[src/hw/rtl/ifs_pkg.sv]
// shared types, constants and functions for the imu frame serializer
// no dependencies; used by ifs_crc16, ifs_serializer and the top level
package ifs_pkg;

  localparam int NUM_READINGS = 7;
  localparam int READING_W    = 16;
  localparam int STAMP_W      = 32;
  localparam int COUNT_W      = 32;
  localparam int SAMPLE_W     = STAMP_W + NUM_READINGS * READING_W;
  localparam int IDX_W        = 5;

  localparam logic [7:0]  SYNC_HI      = 8'hAA;
  localparam logic [7:0]  SYNC_LO      = 8'h55;
  localparam logic [7:0]  PAYLOAD_LEN  = 8'd18;
  localparam logic [7:0]  CORRUPT_MASK = 8'h01;
  localparam logic [15:0] CRC_INIT     = 16'hFFFF;
  localparam logic [15:0] CRC_POLY     = 16'h1021;
  localparam int          INJECT_PERIOD = 10;

  // byte positions inside the 24-byte frame
  localparam logic [IDX_W-1:0] IDX_SYNC_HI  = 5'd0;
  localparam logic [IDX_W-1:0] IDX_SYNC_LO  = 5'd1;
  localparam logic [IDX_W-1:0] IDX_LEN      = 5'd2;
  localparam logic [IDX_W-1:0] IDX_SEQ      = 5'd3;
  localparam logic [IDX_W-1:0] IDX_STAMP    = 5'd4;
  localparam logic [IDX_W-1:0] IDX_READINGS = 5'd8;
  localparam logic [IDX_W-1:0] IDX_CORRUPT  = 5'd12;
  localparam logic [IDX_W-1:0] IDX_CRC_LAST = 5'd21;
  localparam logic [IDX_W-1:0] IDX_CRC_HI   = 5'd22;
  localparam logic [IDX_W-1:0] IDX_CRC_LO   = 5'd23;

  typedef struct packed {
    logic [COUNT_W-1:0]                     count;
    logic                                   corrupt;
    logic [7:0]                             seq;
    logic [NUM_READINGS-1:0][READING_W-1:0] readings;
    logic [STAMP_W-1:0]                     timestamp;
  } ifs_frame_t;

  typedef struct packed {
    logic       init;
    logic       update;
    logic [7:0] data;
  } ifs_crc_ctl_t;

  // one byte of crc-16/ccitt-false, msb first
  function automatic logic [15:0] crc16_byte(input logic [15:0] crc, input logic [7:0] data);
    logic [15:0] acc;
    acc = crc ^ {data, 8'h00};
    for (int k = 0; k < 8; k++) begin
      if (acc[15]) begin
        acc = {acc[14:0], 1'b0} ^ CRC_POLY;
      end else begin
        acc = {acc[14:0], 1'b0};
      end
    end
    return acc;
  endfunction

  // compare against every multiple of ten that fits in a byte
  function automatic logic is_inject_seq(input logic [7:0] seq);
    logic hit;
    hit = 1'b0;
    for (int k = 0; k * INJECT_PERIOD < 256; k++) begin
      if (seq == 8'(k * INJECT_PERIOD)) begin
        hit = 1'b1;
      end
    end
    return hit;
  endfunction

endpackage

[src/hw/rtl/ifs_crc16.sv]
// crc-16/ccitt-false accumulator, one byte per cycle while update is set
// depends on ifs_pkg
module ifs_crc16 (
  input  logic                clk,
  input  ifs_pkg::ifs_crc_ctl_t ctl,
  output logic [15:0]         crc
);
  import ifs_pkg::*;

  always_ff @(posedge clk) begin
    if (ctl.init) begin
      crc <= CRC_INIT;
    end else if (ctl.update) begin
      crc <= crc16_byte(crc, ctl.data);
    end
  end

endmodule

[src/hw/rtl/ifs_serializer.sv]
// frame register, byte index and output register of the frame stream
// depends on ifs_pkg and ifs_crc16
module ifs_serializer (
  input  logic                clk,
  input  logic                rst,
  input  logic                sample_valid,
  input  ifs_pkg::ifs_frame_t frame_in,
  output logic                take,
  output logic                m_axis_tvalid,
  input  logic                m_axis_tready,
  output logic [39:0]         m_axis_tdata,   // [7:0] frame_byte, [39:8] injected_count
  output logic                m_axis_tlast    // end_of_frame
);
  import ifs_pkg::*;

  logic             busy;
  logic [IDX_W-1:0] idx;
  ifs_frame_t       frame;
  logic             out_free;
  logic [7:0]       raw_byte;
  logic [7:0]       tx_byte;
  logic [15:0]      crc;
  logic [IDX_W-1:0] rel;
  logic [2:0]       ri;
  logic [1:0]       si;
  ifs_crc_ctl_t     crc_ctl;

  assign out_free = !m_axis_tvalid || m_axis_tready;
  assign take     = out_free && sample_valid && (!busy || idx == IDX_CRC_LO);

  assign rel = idx - IDX_READINGS;
  assign ri  = rel[3:1];
  assign si  = idx[1:0];

  // uncorrupted frame byte at the current index
  always_comb begin
    if (idx == IDX_SYNC_HI) begin
      raw_byte = SYNC_HI;
    end else if (idx == IDX_SYNC_LO) begin
      raw_byte = SYNC_LO;
    end else if (idx == IDX_LEN) begin
      raw_byte = PAYLOAD_LEN;
    end else if (idx == IDX_SEQ) begin
      raw_byte = frame.seq;
    end else if (idx < IDX_READINGS) begin
      raw_byte = frame.timestamp[si*8 +: 8];
    end else if (idx <= IDX_CRC_LAST) begin
      raw_byte = rel[0] ? frame.readings[ri][7:0] : frame.readings[ri][15:8];
    end else if (idx == IDX_CRC_HI) begin
      raw_byte = crc[15:8];
    end else begin
      raw_byte = crc[7:0];
    end
  end

  assign tx_byte = (frame.corrupt && idx == IDX_CORRUPT) ? (raw_byte ^ CORRUPT_MASK) : raw_byte;

  always_comb begin
    crc_ctl.init   = take;
    crc_ctl.update = out_free && busy && idx >= IDX_LEN && idx <= IDX_CRC_LAST;
    crc_ctl.data   = raw_byte;
  end

  ifs_crc16 u_crc (
    .clk (clk),
    .ctl (crc_ctl),
    .crc (crc)
  );

  always_ff @(posedge clk) begin
    if (rst) begin
      busy          <= 1'b0;
      idx           <= IDX_SYNC_HI;
      m_axis_tvalid <= 1'b0;
    end else if (out_free) begin
      m_axis_tvalid <= busy;
      if (take) begin
        busy <= 1'b1;
        idx  <= IDX_SYNC_HI;
      end else if (busy) begin
        if (idx == IDX_CRC_LO) begin
          busy <= 1'b0;
          idx  <= IDX_SYNC_HI;
        end else begin
          idx <= idx + 1'b1;
        end
      end
    end
  end

  always_ff @(posedge clk) begin
    if (take) begin
      frame <= frame_in;
    end
    if (out_free && busy) begin
      m_axis_tdata <= {frame.count, tx_byte};
      m_axis_tlast <= (idx == IDX_CRC_LO);
    end
  end

`ifndef SYNTHESIS
  a_mid_frame_valid: assert property (@(posedge clk) disable iff (rst)
    busy && idx != IDX_SYNC_HI |-> m_axis_tvalid)
    else $error("frame in progress without a pending output byte");

  a_start_at_zero: assert property (@(posedge clk) disable iff (rst)
    $rose(busy) |-> idx == IDX_SYNC_HI)
    else $error("frame started at a nonzero byte index");

  a_no_gap: assert property (@(posedge clk) disable iff (rst)
    m_axis_tvalid && m_axis_tready && !m_axis_tlast |=> m_axis_tvalid)
    else $error("gap inside a frame");
`endif

endmodule

[src/hw/rtl/imu_frame_serializer_crc16.sv]
// top level of the imu frame serializer: sample buffer, sequence and
// injection state, configuration register; depends on ifs_pkg, ifs_serializer
// (which holds ifs_crc16)
//
// One sample transaction in, one 24-byte frame out, one byte per transaction
// on the master side with tlast on the final byte. Frame layout: AA 55, length
// 18, sequence number, timestamp little-endian, the seven readings big-endian,
// then crc-16/ccitt-false (init FFFF, poly 1021) over bytes 2..21, high byte
// first. With inject_errors set, every frame whose incremented sequence number
// is a multiple of ten goes out with bit 0 of byte 12 flipped (crc left as for
// the clean frame) and the saturating injected_count steps by one; every byte
// of a frame carries the count after that frame's update. Frames leave through
// the single byte-wide output register; the crc is built one byte per cycle as
// the frame is sent, unless the master side stalls. A one-entry sample buffer
// takes the next sample while the current frame streams, so back-to-back
// frames follow without a gap. From idle, the frame register and then the
// output register are loaded. Write inject_errors only while idle.
module imu_frame_serializer_crc16 (
  input  logic          clk,
  input  logic          rst,
  input  logic          s_axis_tvalid,
  output logic          s_axis_tready,
  // [31:0] timestamp_us, [47:32] accel_x, [63:48] accel_y, [79:64] accel_z,
  // [95:80] temperature, [111:96] gyro_x, [127:112] gyro_y, [143:128] gyro_z
  input  logic [143:0]  s_axis_tdata,
  output logic          m_axis_tvalid,
  input  logic          m_axis_tready,
  output logic [39:0]   m_axis_tdata,   // [7:0] frame_byte, [39:8] injected_count
  output logic          m_axis_tlast,   // end_of_frame
  input  logic          cfg_valid,
  output logic          cfg_ready,
  input  logic          cfg_data        // inject_errors
);
  import ifs_pkg::*;

  // one-entry sample buffer
  logic                sample_valid;
  logic [SAMPLE_W-1:0] sample_data;
  logic                take;

  // persistent frame state
  logic [7:0]          sequence_number;
  logic [COUNT_W-1:0]  corrupted_frames;
  logic                inject_errors;

  logic [7:0]          seq_next;
  logic                corrupt;
  logic [COUNT_W-1:0]  corrupted_frames_next;
  ifs_frame_t          frame_in;

  assign s_axis_tready = !sample_valid;
  assign cfg_ready     = 1'b1;

  // sequence and injection decision for the frame being loaded
  assign seq_next = sequence_number + 8'd1;
  assign corrupt  = inject_errors && is_inject_seq(seq_next);

  always_comb begin
    corrupted_frames_next = corrupted_frames;
    if (corrupt && corrupted_frames != '1) begin
      corrupted_frames_next = corrupted_frames + 1'b1;
    end
  end

  always_comb begin
    frame_in.timestamp = sample_data[STAMP_W-1:0];
    frame_in.readings  = sample_data[SAMPLE_W-1:STAMP_W];
    frame_in.seq       = sequence_number;
    frame_in.corrupt   = corrupt;
    frame_in.count     = corrupted_frames_next;
  end

  always_ff @(posedge clk) begin
    if (rst) begin
      sample_valid     <= 1'b0;
      sequence_number  <= 8'd0;
      corrupted_frames <= '0;
      inject_errors    <= 1'b0;
    end else begin
      if (s_axis_tvalid && s_axis_tready) begin
        sample_valid <= 1'b1;
      end else if (take) begin
        sample_valid <= 1'b0;
      end
      if (take) begin
        sequence_number  <= seq_next;
        corrupted_frames <= corrupted_frames_next;
      end
      if (cfg_valid && cfg_ready) begin
        inject_errors <= cfg_data;
      end
    end
  end

  // sample payload needs no reset
  always_ff @(posedge clk) begin
    if (s_axis_tvalid && s_axis_tready) begin
      sample_data <= s_axis_tdata;
    end
  end

  ifs_serializer u_serializer (
    .clk           (clk),
    .rst           (rst),
    .sample_valid  (sample_valid),
    .frame_in      (frame_in),
    .take          (take),
    .m_axis_tvalid (m_axis_tvalid),
    .m_axis_tready (m_axis_tready),
    .m_axis_tdata  (m_axis_tdata),
    .m_axis_tlast  (m_axis_tlast)
  );

endmodule
[config.mk]
export PLATFORM = sky130hd
export DESIGN_NAME = imu_frame_serializer_crc16
export DESIGN_NICKNAME = d
export VERILOG_FILES = /design/src/hw/rtl/ifs_pkg.sv /design/src/hw/rtl/ifs_crc16.sv /design/src/hw/rtl/ifs_serializer.sv /design/src/hw/rtl/imu_frame_serializer_crc16.sv
export SDC_FILE = /design/constraint.sdc
export NUM_CORES = 1
export LEC_CHECK = 0
export ABC_AREA = 1
export CORE_ASPECT_RATIO = 1.4
export CORE_MARGIN = 2
export CORE_UTILIZATION = 59
export CTS_BUF_LIST = sky130_fd_sc_hd__clkbuf_4 sky130_fd_sc_hd__clkbuf_8
export DETAILED_ROUTE_END_ITERATION = 10
export DONT_BUFFER_PORTS = 1
export GPL_ROUTABILITY_DRIVEN = 0
export PLACE_DENSITY = 0.77
export SKIP_LAST_GASP = 1
export SYNTH_ARGS = -nofsm -noshare
export SYNTH_HDL_FRONTEND = slang
export SYNTH_SLANG_ARGS = --single-unit
[constraint.sdc]
create_clock -name clk -period 8.3 [get_ports clk]
set_input_delay 1.245 -clock clk [delete_from_list [all_inputs] [get_ports clk]]
set_output_delay 1.245 -clock clk [all_outputs]
set_load 0.05 [all_outputs]
Yosys cells after proc, flatten, opt, wreduce, memory -nomap -nowiden. Index checks and enable logic that the tools add are counted.

Magnitude comparators: 4. Bitwise gates (word level): 10. Eq/ne operators: 32. Mux-type cells: 68. Add/subtract/negate cells: 4. Reduce and logical (&&, ||, !) cells: 19. Shift operators: 1.

Operators by type and width (number): 16-bit two-way mux (15); 8-bit equality test, second input constant (13); 13-bit two-way mux (8); 8-bit two-way mux (8); 16-bit binary-select mux with 3-bit select (1); 8-bit by 7-bit equality test with 1-bit output, second input constant (6); 32-bit by 1-bit adder with 32-bit output, second input constant (1); 1-bit two-way mux (32); 32-bit two-way mux (1); 32-bit inequality test, second input constant (1); 32-bit by 6-bit variable part select with 8-bit output (1); 8-bit by 6-bit equality test with 1-bit output, second input constant (3); 3-bit NOT (8); 8-bit by 5-bit equality test with 1-bit output, second input constant (2); 16-bit XOR (1); 5-bit two-way mux (3); 5-bit by 2-bit equality test with 1-bit output, second input constant (2); 5-bit equality test, second input constant (2); 1-bit logical AND (9); 8-bit by 1-bit adder with 8-bit output, second input constant (1); 8-bit by 4-bit equality test with 1-bit output, second input constant (1); 8-bit zero test (1); 5-bit by 1-bit adder with 5-bit output, second input constant (1); 5-bit by 1-bit equality test with 1-bit output, second input constant (1); other kinds (12) (16).

Flip-flop bits (word level): 435. Output and inout port bits: 44. Bits of input ports: 150.

Depth between registers and ports, before layout.
Word-level depth: 41. Mapped depth: 21. Gate-level depth less buffers: 20.

Modules after synthesis. From an unflattened synthesis, not the netlist that was laid out.

Cell total of the unflattened synthesis: 1584. Area, all modules: 17943.5 um^2.

By module, submodules not included: ifs_serializer (area each 8952.3 um^2, cells an instance 669, seq. area each 6926.6 um^2, instances 1); imu_frame_serializer_crc16 (area each 7937.6 um^2, cells an instance 741, seq. area each 5165.0 um^2, instances 1); ifs_crc16 (area each 1053.5 um^2, cells an instance 174, seq. area each 320.3 um^2, instances 1).

Least setup slack after synthesis. No wires, ideal clock.

Path kind: input-to-reg. From: in s_axis_tvalid. To: reg sample_data[0] (enable). Setup slack: 0.307 ns. Data arrival time: 7.339 ns. Data required time: 7.646 ns. Stages on the path: 2. Cell sequence: inv_1 -> nor2_1.

Cells in the longest elaborated chain, start to end: 1.

RTL lines: from (decl) (RTL line imu_frame_serializer_crc16.sv:21) `input logic s_axis_tvalid,`; 1-bit logical AND (RTL line imu_frame_serializer_crc16.sv:97) `if (s_axis_tvalid && s_axis_tready) begin`; to (signal assigned) (RTL line imu_frame_serializer_crc16.sv:98) `sample_data <= s_axis_tdata;`; to (decl) (RTL line imu_frame_serializer_crc16.sv:38) `logic [SAMPLE_W-1:0] sample_data;`.

Every way passes these cells. A chain may end at the register's enable or synchronous reset.

Final worst setup path.
From: reg u_serializer.idx[1]. To: reg u_serializer.u_crc.crc[11].

Cells in the longest elaborated chain, start to end: 32. Elaborated cells on any way between the ends: 47. Classes of those cells: 1 x add/sub; 3 x order compare; 5 x eq/ne; 1 x shift; 31 x mux; 1 x bitwise; 5 x reduce/logical.

RTL lines: from (decl) (RTL line ifs_serializer.sv:17) `logic [IDX_W-1:0] idx;`; from (signal assigned) (RTL line ifs_serializer.sv:85) `idx <= idx + 1'b1;`; 4-bit subtractor (RTL line ifs_serializer.sv:31) `assign rel = idx - IDX_READINGS;`; 16-bit binary-select mux with 3-bit select (RTL line ifs_serializer.sv:48) `raw_byte = rel[0] ? frame.readings[ri][7:0] : frame.readings[ri][15:8];`; 16-bit two-way mux (not written as such) (RTL line ifs_serializer.sv:48); 8-bit two-way mux (RTL line ifs_serializer.sv:48); 8-bit two-way mux (RTL line ifs_serializer.sv:47) `end else if (idx <= IDX_CRC_LAST) begin`; 8-bit two-way mux (RTL line ifs_serializer.sv:45) `end else if (idx < IDX_READINGS) begin`; 8-bit two-way mux (RTL line ifs_serializer.sv:43) `end else if (idx == IDX_SEQ) begin`; 8-bit two-way mux (RTL line ifs_serializer.sv:41) `end else if (idx == IDX_LEN) begin`; [16 not listed]; 16-bit two-way mux (RTL line ifs_crc16.sv:11) `if (ctl.init) begin`; 13-bit two-way mux (RTL line ifs_pkg.sv:51) `if (acc[15]) begin`; 16-bit two-way mux (RTL line ifs_crc16.sv:13) `end else if (ctl.update) begin`; 16-bit two-way mux (RTL line ifs_crc16.sv:11); 13-bit two-way mux (RTL line ifs_pkg.sv:51); 16-bit two-way mux (RTL line ifs_crc16.sv:13); 16-bit two-way mux (RTL line ifs_crc16.sv:11); 13-bit two-way mux (RTL line ifs_pkg.sv:51); to (signal assigned) (RTL line ifs_crc16.sv:14) `crc <= crc16_byte(crc, ctl.data);`; to (decl) (RTL line ifs_crc16.sv:6) `output logic [15:0] crc`.

Several ways; a longest one is shown, not always the timed one. The select of a mux whose other input is x is not followed.

==> results.toml <==
[run_status]
status = "finished, final reports clean"

[clock_tree]
cts_setup_buffers = 0
clk_path_buf_depth = 3
htreeDepth = 2
cts_resized = 0
hold_buffers = 0
insertion_delay_ns = 0.64
cts_tree = "done"
cts_root_buf = "clkbuf_8"
numCtsBuffers = 61
clk_transition_reported_paths_ns = 0.06
cts.sinks = 435

[detailed_routing]
post-route-drc-count = 0
first_iter_violations = 688
vias = 11100
wl_per_cell_um = 17.8
postRouteAntennaNets = 0
drtPass1Iterations = 5
drt_wl_total_um = 35900
viasPerCell = 5.53

[critical_path]
cp_num_cells = 8
r2r-start = "u_serializer.idx[1]"
reg2reg_slack_ns = 4.58
crit_type = "register to register"
worstPathBufferInverterCount = 3
crit_chain = "buf_4 > inv_2 > nand2_1 > nor2_1 > nor3_2 > inv_1 > a21oi_1 > o21ai_0"
cp_data_required_time_ns = 8.80
r2r_end = "u_serializer.u_crc.crc[11]"
startpoint_type = "register"
r2r_cells = 8
arrival_ns = 4.22
crit_fanout = 43
cp_top_family = "buffers and inverters"
setup.worst_path.end_class = "register"
worst_path_largest_cell_delay_ns = 0.84
slowest_stage = "nor3_2"

[job]
maxCapViolations = 0

[timing]
slew_headroom_pct = 19.9
rsz0062_at_grt = "no"
fin_crit_sh_pct = 44.8
slew_violations = 0
min_period_ns = 3.72
fmax_mhz = 269
hold_violations = 0
tightest_slew_ns = 1.20
tns_ns = 0
hold_ws_ns = 0.410
setup_violations = 0
fin_skew_ns = 0.0327

[logic_synthesis]
synth-edff-count = 370
syn_area_mm2 = 0.0176
async_flop_share_pct = 0
synth.net_count = 1713
synth_cell_type_count = 44
ys_seq_elements = 435
synthFlopType = "edfxtp_1"
synth_cells = 1555
yosys_warnings = 0
avgSynthCellArea_um2 = 11.3
seq_area_frac_synth_pct = 70.7

[layout]
fin_cells = 2015
layout-area-overhead-vs-synth_pct = 9.42
nets = 1739
multi_input_area_mm2 = 0.00442
nFillCells = 2205
regArea_mm2 = 0.0124
drive_above_1_share_pct = 9.31

[power_and_ir_drop]
power.leakage_nw = 7.41
ir_worst_vdd_mv = 0.199
p_per_area_mw_per_mm2 = 243
p_total_mw = 4.66

[place]
port_buffers = 0
place_inst = 1898
hpwl_um = 24300

[min_path]
timing.hold.worst_endpoint = "u_serializer.frame[134]"
hold_path_class = "register to register"
hp-start = "sample_data[134]"
holdPathStages = 0

[floorplan]
die_y_um = 208
die-area_mm2 = 0.0312
pin_count = 194
die-width_um = 150
rows = 74
core_mm2 = 0.0293
start_util_pct = 60.0

[global_routing]
grt_pass1_vias = 10900
grt_max_degree = 79
grt_pass1_wl_um = 56100
grt_overflow_total = 0
antenna_found_initial = 4
grt_usage_pct = 23.2
-- synth_stat cells, types with 2 or more instances --
| master | instances | share of area [%] |
|---|---|---|
| nand2_1 | 490 | 10 |
| nand3_1 | 108 | 3.1 |
| a21oi_1 | 36 | 1.0 |
| ha_1 | 8 | 0.57 |
| mux2i_1 | 2 | 0.11 |
| buf_6 | 3 | 0.19 |
| inv_1 | 119 | 2.5 |
| xor2_1 | 34 | 1.7 |
| o22ai_1 | 9 | 0.32 |
| edfxtp_1 | 370 | 63 |
| buf_4 | 5 | 0.21 |
| nand2_2 | 3 | 0.11 |
| xnor2_1 | 7 | 0.35 |
| nor3_2 | 4 | 0.23 |
| nor3_1 | 16 | 0.46 |
| o211ai_1 | 5 | 0.21 |
| buf_1 | 2 | 0.043 |
| nor2_4 | 2 | 0.13 |
| a21oi_4 | 2 | 0.19 |
| inv_2 | 9 | 0.19 |
| o21ai_1 | 4 | 0.11 |
| or2_2 | 3 | 0.11 |
| nor4_1 | 8 | 0.28 |
| nor2_2 | 3 | 0.11 |
| and2_1 | 2 | 0.071 |
| nand4_1 | 47 | 1.7 |
| dfxtp_1 | 65 | 7.4 |
| clkbuf_1 | 20 | 0.43 |
| nor2_1 | 100 | 2.1 |
| buf_2 | 22 | 0.63 |
| a31oi_1 | 2 | 0.071 |
| o21ai_0 | 33 | 0.94 |
-- state kept, by name, indices dropped and copies added, names as in the netlist --
register,flops
u_serializer.u_crc.crc,16
sample_data,144
sequence_number,8
u_serializer.m_axis_tdata,40
u_serializer.busy,1
u_serializer.frame,185
u_serializer.m_axis_tlast,1
corrupted_frames,32
sample_valid,1
u_serializer.m_axis_tvalid,1
u_serializer.idx,5
inject_errors,1
-- placed cells by master, fill, tap and decap left out, types with 7 or more instances in the layout --
cell type,count
xnor2_1,7
inv_2,9
buf_4,15
dfxtp_1,64
edfxtp_1,370
nor2_1,97
xor2_1,34
nand3_1,108
ha_1,8
o21ai_0,33
o22ai_1,9
clkinv_2,10
clkbuf_8,62
clkbuf_4,24
inv_1,119
nand4_1,47
a21oi_1,36
clkinv_1,12
nor3_1,16
nand2_1,490
nor4_1,8
-- cell families (layout without fill, tap and decap cells) --
family                     Yosys count  in the layout  share of synthesized area (%)
and+or+nand+nor                    791            791                           19.2
DFF                                435            435                           70.7
buffers and inverters              181            259                           4.26
AOI/OAI and AO/OA                   96             96                           3.11
xor gates and xnor gates            41             41                           2.04
adders and majority gates            8              8                          0.570
muxes                                2              2                          0.114
other                                1              3                         0.0214
-- routing by layer --
metal | part of all wire [%] | up-vias | global-route usage, %
met5 | 0.059 | - | 0
met4 | 4.4 | 4 | 10.5
met3 | 7.2 | 110 | 5.94
met2 | 53 | 456 | 41.9
met1 | 35 | 5202 | 25.3
li1 | - | 5373 | -
-- worst max path at each step --
stage / from / slack, ns / endpoint
after floorplan: s_axis_tvalid / 0.31 / sample_data[0]
after global placement: m_axis_tready / 4.15 / u_serializer.frame[46]
after detailed placement: m_axis_tready / 4.07 / u_serializer.frame[46]
after CTS: u_serializer.idx[3] / 4.57 / u_serializer.frame[62]
after global routing: u_serializer.idx[3] / 4.28 / u_serializer.frame[129]
final: u_serializer.idx[1] / 4.58 / u_serializer.u_crc.crc[11]
-- final cells by class --
type | count | share of cell area, %
diodes | 2 | 0.0260
clock inverters | 29 | 1.43
flip-flops and latches | 435 | 64.6
clock buffers | 86 | 5.38
well taps | 380 | 2.47
repair buffers | 15 | 0.586
inverters | 129 | 2.52
multi-input cells | 939 | 23.0
-- metrics by stage --
step / util, % / setup WS [ns] / cell area, um^2
floorplan: - / 0.307 / 17600
global placement: 61.2 / 4.15 / 17900
detailed placement: 61.2 / 4.07 / 17900
CTS: 65.7 / 4.57 / 19200
global route: 65.7 / 4.28 / 19200
finish: 65.7 / 4.58 / 19200
-- power breakdown --
part | total, mW | switching (mW) | internal [mW]
registers | 2.62 | 0.0895 | 2.53
logic | 0.298 | 0.227 | 0.0703
clock network | 1.74 | 0.775 | 0.965
-- worst reg2reg max path, stage by stage, from the launching register on --
cell and delay [ns]:
dfxtp_2 0.33, buf_4 0.45, inv_2 0.49, nand2_1 0.48, nor2_1 0.12, nor3_2 0.84
inv_1 0.53, a21oi_1 0.26, o21ai_0 0.10
No activity file was read; power rests on OpenSTA's default activity.
